===== src/sv/ewcq_pkg.sv =====
// ---------------------------------------------------------------------------
// ewcq_pkg - shared types and constants of the eeprom write coalescing queue
// command and status codes, default sizes, bus address helper
// ---------------------------------------------------------------------------
package ewcq_pkg;

  // defaults for the top level parameters
  localparam int QUEUE_DEPTH_DEF = 16;
  localparam int ADDR_BITS_DEF   = 11;

  // full width of an eeprom byte address on the request channel
  localparam int EE_ADDR_W = 11;

  // device address base, 7-bit address 0x50 shifted left once
  localparam logic [7:0] DEV_BASE = 8'hA0;

  typedef enum logic [1:0] {
    CMD_WRITE = 2'd0,
    CMD_TICK  = 2'd1,
    CMD_FLUSH = 2'd2,
    CMD_LEAVE = 2'd3
  } cmd_t;

  typedef enum logic [1:0] {
    ST_NEW    = 2'd0,
    ST_MERGED = 2'd1,
    ST_FULL   = 2'd2,
    ST_DONE   = 2'd3
  } status_t;

  typedef enum logic {
    S_IDLE  = 1'b0,
    S_FLUSH = 1'b1
  } state_t;

  // per-cell control from the queue controller
  typedef struct packed {
    logic pop;  // take the entry of the next younger neighbor
    logic wr;   // write the incoming request into this cell
  } cell_ctrl_t;

  // bus device address: base with address bits 10:8 in bits 3:1
  function automatic logic [7:0] dev_addr(input logic [EE_ADDR_W-1:0] a);
    dev_addr = DEV_BASE | {4'b0000, a[10:8], 1'b0};
  endfunction

endpackage


===== src/sv/ewcq_if.sv =====
// ---------------------------------------------------------------------------
// ewcq_if - request and result channels of the write coalescing queue
// valid/ready handshake, payload as named fields
// ---------------------------------------------------------------------------
interface ewcq_req_if;
  logic        valid;
  logic        ready;
  logic [1:0]  cmd;
  logic [10:0] byte_addr;
  logic [7:0]  byte_data;

  modport source (output valid, cmd, byte_addr, byte_data, input ready);
  modport sink   (input valid, cmd, byte_addr, byte_data, output ready);
endinterface

interface ewcq_rsp_if;
  logic       valid;
  logic       ready;
  logic       tx_valid;
  logic [7:0] device_addr;
  logic [7:0] mem_addr;
  logic [7:0] tx_data;
  logic [1:0] status;
  logic       queue_empty;
  logic       last;

  modport source (output valid, tx_valid, device_addr, mem_addr, tx_data, status,
                  queue_empty, last, input ready);
  modport sink   (input valid, tx_valid, device_addr, mem_addr, tx_data, status,
                  queue_empty, last, output ready);
endinterface


===== src/sv/ewcq_cell.sv =====
// ---------------------------------------------------------------------------
// ewcq_cell - one slot of the write queue
// holds address and data, shifts toward the head on pop, flags an address hit
// ---------------------------------------------------------------------------
module ewcq_cell
  import ewcq_pkg::*;
#(
  parameter int ADDR_BITS = ADDR_BITS_DEF
) (
  input  logic                 clk,
  input  cell_ctrl_t           ctrl,
  input  logic                 occupied,
  input  logic [ADDR_BITS-1:0] wr_addr,
  input  logic [7:0]           wr_data,
  input  logic [ADDR_BITS-1:0] nb_addr,
  input  logic [7:0]           nb_data,
  output logic [ADDR_BITS-1:0] addr,
  output logic [7:0]           data,
  output logic                 match
);

  // slot contents, no reset: only occupied slots are read
  always_ff @(posedge clk) begin
    if (ctrl.pop) begin
      addr <= nb_addr;
      data <= nb_data;
    end else if (ctrl.wr) begin
      addr <= wr_addr;
      data <= wr_data;
    end
  end

  // address hit on a live entry
  assign match = occupied && (addr == wr_addr);

endmodule


===== src/sv/eeprom_write_coalescing_queue_unit.sv =====
// ---------------------------------------------------------------------------
// eeprom_write_coalescing_queue_unit - posted write queue for a serial eeprom
// row of slot cells, writes to a queued address merge, ticks and flushes pop
// ---------------------------------------------------------------------------
// result: registered in the result register when its request is accepted
// throughput: one request per cycle for write, tick and leave while the result
//   register is free; a flush blocks requests and drains one result per cycle
//   while rsp.ready, paced by the single result register and the row's one-step shift
// reset: synchronous; the queue is emptied and queued mode selected, slot
//   contents are not cleared
module eeprom_write_coalescing_queue_unit
  import ewcq_pkg::*;
#(
  parameter int QUEUE_DEPTH = QUEUE_DEPTH_DEF,
  parameter int ADDR_BITS   = ADDR_BITS_DEF
) (
  input  logic       clk,
  input  logic       rst,
  ewcq_req_if.sink   req,
  ewcq_rsp_if.source rsp
);

  localparam int CNT_W = $clog2(QUEUE_DEPTH + 1);

  state_t               state, state_next;
  logic [CNT_W-1:0]     count, count_next;
  logic                 direct, direct_next;

  logic                 out_valid;
  logic                 out_tx_valid;
  logic [7:0]           out_device_addr;
  logic [7:0]           out_mem_addr;
  logic [7:0]           out_tx_data;
  status_t              out_status;
  logic                 out_queue_empty;
  logic                 out_last;

  logic                 out_free;
  logic                 accept;
  cmd_t                 cmd;
  logic [ADDR_BITS-1:0] in_addr;

  // result computed this cycle
  logic                 load;
  logic                 res_tx;
  logic [ADDR_BITS-1:0] res_addr;
  logic [7:0]           res_data;
  status_t              res_status;
  logic                 res_last;
  logic                 do_pop;
  logic                 do_append;
  logic                 do_merge;

  logic [ADDR_BITS-1:0] cell_addr [QUEUE_DEPTH];
  logic [7:0]           cell_data [QUEUE_DEPTH];
  logic [QUEUE_DEPTH-1:0] cell_match;
  logic [QUEUE_DEPTH-1:0] cell_occ;
  logic                 any_match;
  logic                 full;

  assign out_free  = !out_valid || rsp.ready;
  assign req.ready = (state == S_IDLE) && out_free;
  assign accept    = req.valid && req.ready;
  assign cmd       = cmd_t'(req.cmd);
  assign in_addr   = req.byte_addr[ADDR_BITS-1:0];
  assign any_match = |cell_match;
  assign full      = (count == CNT_W'(QUEUE_DEPTH));

  // row of slot cells, cell 0 holds the oldest entry
  for (genvar i = 0; i < QUEUE_DEPTH; i++) begin : g_cell
    cell_ctrl_t           ctrl;
    logic [ADDR_BITS-1:0] nb_addr;
    logic [7:0]           nb_data;

    assign cell_occ[i] = (count > CNT_W'(i));
    assign ctrl.pop    = do_pop;
    assign ctrl.wr     = (do_merge && cell_match[i]) ||
                         (do_append && (count == CNT_W'(i)));

    if (i == QUEUE_DEPTH - 1) begin : g_tail
      assign nb_addr = '0;
      assign nb_data = '0;
    end else begin : g_link
      assign nb_addr = cell_addr[i+1];
      assign nb_data = cell_data[i+1];
    end

    ewcq_cell #(
      .ADDR_BITS(ADDR_BITS)
    ) u_cell (
      .clk      (clk),
      .ctrl     (ctrl),
      .occupied (cell_occ[i]),
      .wr_addr  (in_addr),
      .wr_data  (req.byte_data),
      .nb_addr  (nb_addr),
      .nb_data  (nb_data),
      .addr     (cell_addr[i]),
      .data     (cell_data[i]),
      .match    (cell_match[i])
    );
  end

  // next state
  always_comb begin
    state_next = state;
    case (state)
      S_IDLE: begin
        if (accept && (cmd == CMD_FLUSH) && (count > CNT_W'(1))) begin
          state_next = S_FLUSH;
        end
      end
      S_FLUSH: begin
        if (out_free && (count == CNT_W'(1))) begin
          state_next = S_IDLE;
        end
      end
      default: state_next = S_IDLE;
    endcase
  end

  // request decode and result selection
  always_comb begin
    load        = 1'b0;
    res_tx      = 1'b0;
    res_addr    = '0;
    res_data    = '0;
    res_status  = ST_DONE;
    res_last    = 1'b1;
    do_pop      = 1'b0;
    do_append   = 1'b0;
    do_merge    = 1'b0;
    direct_next = direct;
    count_next  = count;
    case (state)
      S_IDLE: begin
        if (accept) begin
          load = 1'b1;
          case (cmd)
            CMD_WRITE: begin
              if (direct) begin
                res_tx   = 1'b1;
                res_addr = in_addr;
                res_data = req.byte_data;
              end else if (any_match) begin
                do_merge   = 1'b1;
                res_status = ST_MERGED;
              end else if (!full) begin
                do_append  = 1'b1;
                count_next = count + CNT_W'(1);
                res_status = ST_NEW;
              end else begin
                res_status = ST_FULL;
              end
            end
            CMD_TICK: begin
              if (count != '0) begin
                do_pop     = 1'b1;
                count_next = count - CNT_W'(1);
                res_tx     = 1'b1;
                res_addr   = cell_addr[0];
                res_data   = cell_data[0];
              end
            end
            CMD_FLUSH: begin
              direct_next = 1'b1;
              if (count != '0) begin
                do_pop     = 1'b1;
                count_next = count - CNT_W'(1);
                res_tx     = 1'b1;
                res_addr   = cell_addr[0];
                res_data   = cell_data[0];
                res_last   = (count == CNT_W'(1));
              end
            end
            CMD_LEAVE: begin
              direct_next = 1'b0;
            end
            default: ;
          endcase
        end
      end
      S_FLUSH: begin
        // drain one entry per free result slot
        if (out_free) begin
          load       = 1'b1;
          do_pop     = 1'b1;
          count_next = count - CNT_W'(1);
          res_tx     = 1'b1;
          res_addr   = cell_addr[0];
          res_data   = cell_data[0];
          res_last   = (count == CNT_W'(1));
        end
      end
      default: ;
    endcase
  end

  // control registers
  always_ff @(posedge clk) begin
    if (rst) begin
      state     <= S_IDLE;
      count     <= '0;
      direct    <= 1'b0;
      out_valid <= 1'b0;
    end else begin
      state  <= state_next;
      count  <= count_next;
      direct <= direct_next;
      if (load) begin
        out_valid <= 1'b1;
      end else if (rsp.ready) begin
        out_valid <= 1'b0;
      end
    end
  end

  // result register
  always_ff @(posedge clk) begin
    if (load) begin
      out_tx_valid    <= res_tx;
      out_device_addr <= res_tx ? dev_addr(EE_ADDR_W'(res_addr)) : 8'h00;
      out_mem_addr    <= res_tx ? res_addr[7:0] : 8'h00;
      out_tx_data     <= res_data;
      out_status      <= res_status;
      out_queue_empty <= (count_next == '0);
      out_last        <= res_last;
    end
  end

  assign rsp.valid       = out_valid;
  assign rsp.tx_valid    = out_tx_valid;
  assign rsp.device_addr = out_device_addr;
  assign rsp.mem_addr    = out_mem_addr;
  assign rsp.tx_data     = out_tx_data;
  assign rsp.status      = out_status;
  assign rsp.queue_empty = out_queue_empty;
  assign rsp.last        = out_last;

  // queue never exceeds its depth
  a_count_bound: assert property (@(posedge clk) disable iff (rst)
    count <= CNT_W'(QUEUE_DEPTH))
    else $error("queue count above depth");

  // a flush run always has an entry left to drain
  a_flush_nonempty: assert property (@(posedge clk) disable iff (rst)
    (state == S_FLUSH) |-> (count != '0))
    else $error("flush run with empty queue");

  // once a flush has drained, direct mode holds an empty queue
  a_direct_empty: assert property (@(posedge clk) disable iff (rst)
    (direct && (state == S_IDLE)) |-> (count == '0))
    else $error("entries queued in direct mode");

  // no request is taken while a flush run drains
  a_no_accept_flush: assert property (@(posedge clk) disable iff (rst)
    (state == S_FLUSH) |-> !req.ready)
    else $error("request taken during flush");

endmodule


===== src/flat_wrapper.sv =====
// flat-port wrapper written by rule: the top's interface ports become plain ports
module eeprom_write_coalescing_queue_unit_flat import ewcq_pkg::*;
#(
  parameter int QUEUE_DEPTH = QUEUE_DEPTH_DEF,
  parameter int ADDR_BITS   = ADDR_BITS_DEF
)
  (clk, rst, req_valid, req_cmd, req_byte_addr, req_byte_data, req_ready, rsp_valid, rsp_tx_valid, rsp_device_addr, rsp_mem_addr, rsp_tx_data, rsp_status, rsp_queue_empty, rsp_last, rsp_ready);
  ewcq_req_if req_i ();
  ewcq_rsp_if rsp_i ();
  input  logic clk;
  input  logic rst;
  input wire logic [$bits(req_i.valid)-1:0] req_valid;
  input wire logic [$bits(req_i.cmd)-1:0] req_cmd;
  input wire logic [$bits(req_i.byte_addr)-1:0] req_byte_addr;
  input wire logic [$bits(req_i.byte_data)-1:0] req_byte_data;
  output wire logic [$bits(req_i.ready)-1:0] req_ready;
  output wire logic [$bits(rsp_i.valid)-1:0] rsp_valid;
  output wire logic [$bits(rsp_i.tx_valid)-1:0] rsp_tx_valid;
  output wire logic [$bits(rsp_i.device_addr)-1:0] rsp_device_addr;
  output wire logic [$bits(rsp_i.mem_addr)-1:0] rsp_mem_addr;
  output wire logic [$bits(rsp_i.tx_data)-1:0] rsp_tx_data;
  output wire logic [$bits(rsp_i.status)-1:0] rsp_status;
  output wire logic [$bits(rsp_i.queue_empty)-1:0] rsp_queue_empty;
  output wire logic [$bits(rsp_i.last)-1:0] rsp_last;
  input wire logic [$bits(rsp_i.ready)-1:0] rsp_ready;
  assign req_i.valid = req_valid;
  assign req_i.cmd = req_cmd;
  assign req_i.byte_addr = req_byte_addr;
  assign req_i.byte_data = req_byte_data;
  assign req_ready = req_i.ready;
  assign rsp_valid = rsp_i.valid;
  assign rsp_tx_valid = rsp_i.tx_valid;
  assign rsp_device_addr = rsp_i.device_addr;
  assign rsp_mem_addr = rsp_i.mem_addr;
  assign rsp_tx_data = rsp_i.tx_data;
  assign rsp_status = rsp_i.status;
  assign rsp_queue_empty = rsp_i.queue_empty;
  assign rsp_last = rsp_i.last;
  assign rsp_i.ready = rsp_ready;
  eeprom_write_coalescing_queue_unit #(.QUEUE_DEPTH(QUEUE_DEPTH), .ADDR_BITS(ADDR_BITS)) u_core (.clk(clk), .rst(rst), .req(req_i), .rsp(rsp_i));
endmodule

===== config.mk =====
export PLATFORM = sky130hd
export DESIGN_NAME = eeprom_write_coalescing_queue_unit_flat
export DESIGN_NICKNAME = d
export VERILOG_FILES = /design/src/sv/ewcq_pkg.sv /design/src/sv/ewcq_if.sv /design/src/sv/ewcq_cell.sv /design/src/sv/eeprom_write_coalescing_queue_unit.sv /design/src/flat_wrapper.sv
export SDC_FILE = /design/constraint.sdc
export NUM_CORES = 1
export LEC_CHECK = 0
export ABC_AREA = 1
export BUFFER_PORTS_ARGS = -buffer_cell sky130_fd_sc_hd__buf_2
export CAP_MARGIN = 15
export CORE_ASPECT_RATIO = 1.75
export CORE_MARGIN = 5
export CORE_UTILIZATION = 60
export DETAILED_ROUTE_END_ITERATION = 16
export PLACE_DENSITY = 0.84
export SLEW_MARGIN = 5
export SYNTH_ARGS = -nofsm -noshare
export SYNTH_HDL_FRONTEND = slang
export SYNTH_SLANG_ARGS = --single-unit

===== constraint.sdc =====
create_clock -name clk -period 5.8 [get_ports clk]
set_clock_uncertainty 0.1 [all_clocks]
set_input_delay 0.29 -clock clk [delete_from_list [all_inputs] [get_ports clk]]
set_output_delay 0.29 -clock clk [all_outputs]
set_load 0.005 [all_outputs]

======== Word-level counts from Yosys, hierarchy flattened ========
Index checks and enable logic that the tools add are counted.
Widths: inputs -> output; s select.
operators by class
  equal/unequal tests ..................... 35
  reductions and logical operators ........ 97
  magnitude comparators ................... 16
  bitwise gates (word level) .............. 3
  muxes and demuxes ....................... 116
  add/sub/neg operators ................... 2
operators by type and width
  cell                 number
  $mux 11              34
  $mux 8               35
  $eq 11x11->1         16
  $logic_and 1x1->1    53
  $pmux 11 s2          2
  $eq 5x4->1 const B   8
  $gt 5x4->1 const B   8
  $reduce_bool 2->1    17
  $pmux 8 s2           2
  $mux 5               6
  $mux 1               26
  $eq 5x3->1 const B   4
  $gt 5x3->1 const B   4
  $pmux 5 s2           2
  $reduce_or 20->1     1
  $logic_or 1x1->1     17
  $reduce_or 16->1     1
  $pmux 1 s2           7
  $eq 5x2->1 const B   2
  $gt 5x1->1 const B   2
  $gt 5x2->1 const B   2
  $logic_not 5->1      2
  $add 5x1->5 const B  1
  $eq 5x1->1 const B   1
  12 further kinds     16
storage, ports and cells
  input port bits ......................... 25
  flip-flop bits (word level) ............. 341
  word-level logic and storage cells ...... 314
  output and inout port bits .............. 31

======== Longest topological paths before layout ========
  word-level depth ........................ 12
  mapped depth ............................ 23

======== Hierarchy ========
From an unflattened synthesis, not the netlist that was laid out.
unflattened totals
  cells, all modules ...................... 2389
  area, all modules ....................... 19034.5 sq um
modules (own cells, without submodules)
  module                              sequential area each (sq um)  area each (sq um)  cells an instance  instances
  ewcq_cell                           570.5                         1023.5             126                16
  eeprom_write_coalescing_queue_unit  880.8                         2658.8             373                1

======== Worst setup path after synthesis ========
Ideal clock, no wire load.
  kind .................................... register to register
  from .................................... reg u_core.count[1]
  to ...................................... reg u_core.g_cell[10].u_cell.addr[0], enable pin
  data arrival time ....................... 3.017 ns
  period minus slack after synthesis ...... 3.521 ns
  path slack .............................. 2.279 ns
  setup time .............................. 0.405 ns
  cell stages (with the launch flop) ...... 18
  cells stage by stage .................... dfxtp_1 ha_1 inv_1 nor2_1 ha_1 inv_1 nand2_1 nor2_1 nand2_1 nor2_1 nand2_1 nand2_1 nor2_1 nand2_2 nor2_8 nand3_2 clkbuf_1 o221ai_1
on the way
  word-level cells in the longest chain between the ends .. 11
RTL lines
  item                                      line                                                                                RTL
  from (decl)                               eeprom_write_coalescing_queue_unit.sv:26                                            logic [CNT_W-1:0] count, count_next;
  from (signal assigned)                    eeprom_write_coalescing_queue_unit.sv:208                                           count <= count_next;
  $gt 5x4->1, or another cell as far along  eeprom_write_coalescing_queue_unit.sv:75                                            assign cell_occ[i] = (count > CNT_W'(i));
  $logic_and 1x1->1                         ewcq_cell.sv:34                                                                     assign match = occupied && (addr == wr_addr);
  $reduce_or 16->1                          eeprom_write_coalescing_queue_unit.sv:66                                            assign any_match = |cell_match;
  $mux 1                                    eeprom_write_coalescing_queue_unit.sv:145                                           end else if (any_match) begin
  $mux 1                                    eeprom_write_coalescing_queue_unit.sv:141                                           if (direct) begin
  $mux 1                                    eeprom_write_coalescing_queue_unit.sv:139                                           case (cmd)
  $mux 1                                    eeprom_write_coalescing_queue_unit.sv:137                                           if (accept) begin
  $mux 1                                    eeprom_write_coalescing_queue_unit.sv:135                                           case (state)
  $logic_and 1x1->1 (on tied branches)      eeprom_write_coalescing_queue_unit.sv:77, eeprom_write_coalescing_queue_unit.sv:78
  $logic_or 1x1->1                          eeprom_write_coalescing_queue_unit.sv:77                                            assign ctrl.wr = (do_merge && cell_match[i]) ||
  $reduce_bool 2->1 (no source line) (*)    n/a
  to (signal assigned)                      ewcq_cell.sv:25                                                                     addr <= nb_addr;
  to (signal assigned)                      ewcq_cell.sv:28                                                                     addr <= wr_addr;
  to (decl)                                 ewcq_cell.sv:17                                                                     output logic [ADDR_BITS-1:0] addr,
Mark *: on every way between the ends. The rest lies on a longest branch, timed or not.
A chain may end at the register's enable or synchronous reset.

======== Final worst setup path ========
  from .................................... reg u_core.count[0]
  to ...................................... reg u_core.g_cell[11].u_cell.data[0], enable pin
on the way
  word-level cells in the longest chain between the ends .. 11
RTL lines
  item                                      line                                                                                RTL
  $gt 5x4->1, or another cell as far along  eeprom_write_coalescing_queue_unit.sv:75
  $logic_and 1x1->1                         ewcq_cell.sv:34
  $reduce_or 16->1                          eeprom_write_coalescing_queue_unit.sv:66
  $mux 1                                    eeprom_write_coalescing_queue_unit.sv:145
  $mux 1                                    eeprom_write_coalescing_queue_unit.sv:141
  $mux 1                                    eeprom_write_coalescing_queue_unit.sv:139
  $mux 1                                    eeprom_write_coalescing_queue_unit.sv:137
  $mux 1                                    eeprom_write_coalescing_queue_unit.sv:135
  $logic_and 1x1->1 (on tied branches)      eeprom_write_coalescing_queue_unit.sv:77, eeprom_write_coalescing_queue_unit.sv:78
  $logic_or 1x1->1                          eeprom_write_coalescing_queue_unit.sv:77
  $reduce_bool 2->1 (no source line) (*)    n/a
  to (signal assigned)                      ewcq_cell.sv:26                                                                     data <= nb_data;
  to (signal assigned)                      ewcq_cell.sv:29                                                                     data <= wr_data;
  to (decl)                                 ewcq_cell.sv:18                                                                     output logic [7:0] data,
Marks and branches as above.

==> run summary <==
most frequent cells in the layout -> nand2_1, edfxtp_1, nand3_1
shortest clock period the worst path allows after layout -> 4470 ps
critical path type -> reg -> reg
fraction of final layout cells sized beyond drive strength 1 -> 0.0793
number of distinct library cells after synthesis -> 38
post-synthesis sequential element count -> 336
Detail Route Antenna Nets -> 0
vias in the first global route -> 14200
net switching power -> 0.00214 W
antenna violations before repair -> 2
critical path launch point type -> register
die width -> 139 um
Sinks on Clock Net -> 336
fin util -> 0.660
number of violations of the max-capacitance limit -> 0
top cell type's share of synthesized area -> 0.535
count of mapped cells out of synthesis -> 2015
share of cell area taken by muxes after synthesis -> 0
total internal power -> 0.00461 W
via count normalized by instance count -> 6.09
Relative slew margins -> 0.262
WP data required -> 5920 ps
overall routing resource usage -> 0.310
number of detailed-routing iterations run before antenna repair -> 6
cell type contributing the most total cell area after synthesis -> edfxtp_1
wire length of the first global-routing pass -> 78700 um
setup tns final -> 0 ps
final worst path period share -> 0.771
GR Overflow Total -> 0
crit end category -> register
core region area -> 28600 um^2
Simple-Gate Fraction of Synth Area -> 0.248
worst hold slack -> 12.8 ps
number of ports placed on the die boundary -> 56
leading cell type in the layout, fill and taps excluded -> nand2_1
largest net degree at the start of global routing -> 110
XOR/XNOR Fraction of Synth Area -> 0.0242
fill count -> 2195
final hold violation count -> 0
Async SR Flop Fraction -> 0
area added between synthesis and finish -> 8.89%
cell leakage power -> 8.05 nW
total routed wirelength -> 52200 um
netlist area before placement -> 17300 um^2
post-synthesis compound-gate area fraction -> 0.0785
count of pins over their slew limit -> 0
clock network latency to the later pin of the worst-skew pair -> 580 ps
type of the most critical hold path -> in -> reg
Root Buffer Master -> clkbuf_16
commonest register cell after synthesis -> edfxtp_1
maximum level of the CTS H-tree -> 1
sequential cell fraction of total power -> 0.475
HPWL after detailed placement -> 34000 um
Cell Count Post-Placement -> 2341
clock share of power -> 0.313
number of enable flip-flop cells after synthesis -> 309
Die Y -> 235 um
maximum operating frequency -> 224 MHz
clock tree from TritonCTS -> done
Starting DRT DRC Count -> 1944
total power per unit cell area -> 358 nW/um^2
adder-cell area share of the yosys netlist -> 0.00649
CP Data Arrival Time -> 4590 ps
buffer depth of the longest clock path -> 3
combinational fraction of design power -> 0.212
unrepaired setup endpoints after global routing -> no
Synth area leaders -> edfxtp_1, nand2_1, nand3_1
starting utilization of the core area -> 0.606
result of the run -> finished clean
Total Die Area -> 32500 um^2
switching part of the total -> 0.317
maximum net fanout on the critical path -> 45
final cell count without fillers -> 2410
post-CTS setup buffer count -> 0
number of buffer cells added on primary ports -> 52
TritonCTS buffer count -> 30
main combinational cell family by area after synthesis -> simple AND/OR/NAND/NOR gates
number of placement rows -> 82
Vias -> 14700
number of warnings reported in the yosys synthesis log -> 0
clock slew at reported path FFs -> 70 ps
synthesized area per cell -> 8.61 um^2
Nets -> 2040
Wirelength per Cell -> 21.7 um
Final Setup Violations -> 0
RePlAce Congestion -> 1.04
share of synthesized area occupied by flip-flops and latches -> 0.566
Slew @ Worst Pin -> 1100 ps
worst vdd ir -> 0.000254 V
residual DRC count -> 0
power by group through the flow:
stage / logic (W) / registers, W / clock network [W]
final: 0.00143 / 0.00321 / 0.00212
after global routing: 0.00154 / 0.00323 / 0.00222
after CTS: 0.00140 / 0.00320 / 0.00212
after detailed placement: 0.00138 / 0.00325 / 0
after global placement: 0.00135 / 0.00324 / 0
after floorplan: 0.000912 / 0.00321 / 0
per-layer routing:
metal	wire length (um)	track usage	share of wire
met5	0	0	0
met4	5180	0.254	0.099
met3	4570	0.0380	0.088
met2	25400	0.521	0.49
met1	17100	0.352	0.33
state kept, by name, summed over array words and instances (netlist names):
register / flops
u_core.rsp.status: 2
u_core.g_cell.u_cell.data: 128
u_core.rsp.last: 1
u_core.rsp.tx_data: 8
u_core.count: 5
u_core.rsp.mem_addr: 8
u_core.rsp.queue_empty: 1
u_core.rsp.device_addr: 4
u_core.state: 1
u_core.rsp.valid: 1
u_core.direct: 1
u_core.g_cell.u_cell.addr: 176
critical path, cell delays in order (launching register included):
cell and delay [ps]:
dfxtp_1 620, clkinv_1 470, ha_1 410, nand3_1 340, nand2_1 120, inv_1 100, nor2_1 80, inv_4 460
nand2_4 350, buf_4 390, o211ai_1 160, buf_4 440
repair_timing:
action / CTS / global route
resized for setup: 0 / 0
hold buffers: 11 / 0
endpoints found under the hold margin: 16 / 0
setup endpoints to repair: 0 / 0
final cells by class:
| cell class | instances | area, um^2 | area share |
|---|---|---|---|
| Clock buffer | 45 | 888 | 0.0470 |
| Multi-Input combinational cell | 1368 | 6290 | 0.333 |
| Sequential cell | 336 | 9820 | 0.520 |
| Inverter | 183 | 697 | 0.0369 |
| Antenna cell | 2 | 5.00 | 0.000265 |
| Tap cell | 378 | 473 | 0.0250 |
| Clock inverter | 11 | 149 | 0.00788 |
| Timing Repair Buffer | 87 | 563 | 0.0298 |
synthesized netlist by cell type (2+ instances only):
cell type and number:
a21oi_1 52, a221oi_1 2, buf_1 3, buf_2 16
buf_4 29, buf_6 3, clkbuf_1 79, clkinv_1 2
dfxtp_1 27, edfxtp_1 309, ha_1 9, inv_1 170
inv_2 10, nand2_1 697, nand2_2 3, nand2_4 3
nand3_1 196, nand4_1 4, nor2_1 147, nor2_8 2
o211ai_1 7, o21ai_0 162, o21ai_1 2, o221ai_1 11
o22ai_1 11, xnor2_1 36, xor2_1 12
kinds of logic after synthesis:
kind of cell,Yosys count
flip-flops,336
XOR/XNOR,48
AND/OR/NAND/NOR,1056
AO/OA/AOI/OAI,252
buffers and inverters,313
adder cells (fa/ha/maj),9
other,1
per-stage QoR:
stage / worst slack [ps] / cell area, um^2 / power, W
after CTS: 1480 / 18900 / 0.00672
after floorplan: 2280 / 17400 / 0.00412
final: 1330 / 18900 / 0.00675
after global routing: 1200 / 18900 / 0.00698
after global placement: 1600 / 17700 / 0.00458
after detailed placement: 1520 / 17700 / 0.00463
path summary, 6_finish.rpt:
path                                    startpoint                               end  slack (ps)  cells past startpoint
setup / recovery                   u_core.count[0]  u_core.g_cell[11].u_cell.data[0]        1330                     11
hold / removal                          req_cmd[1]                     u_core.direct          10                      3
setup reg to reg                   u_core.count[0]  u_core.g_cell[11].u_cell.data[0]        1330                     11
hold reg to reg   u_core.g_cell[13].u_cell.data[3]  u_core.g_cell[12].u_cell.data[3]         450                      2
No activity file was read; power rests on OpenSTA's default activity.
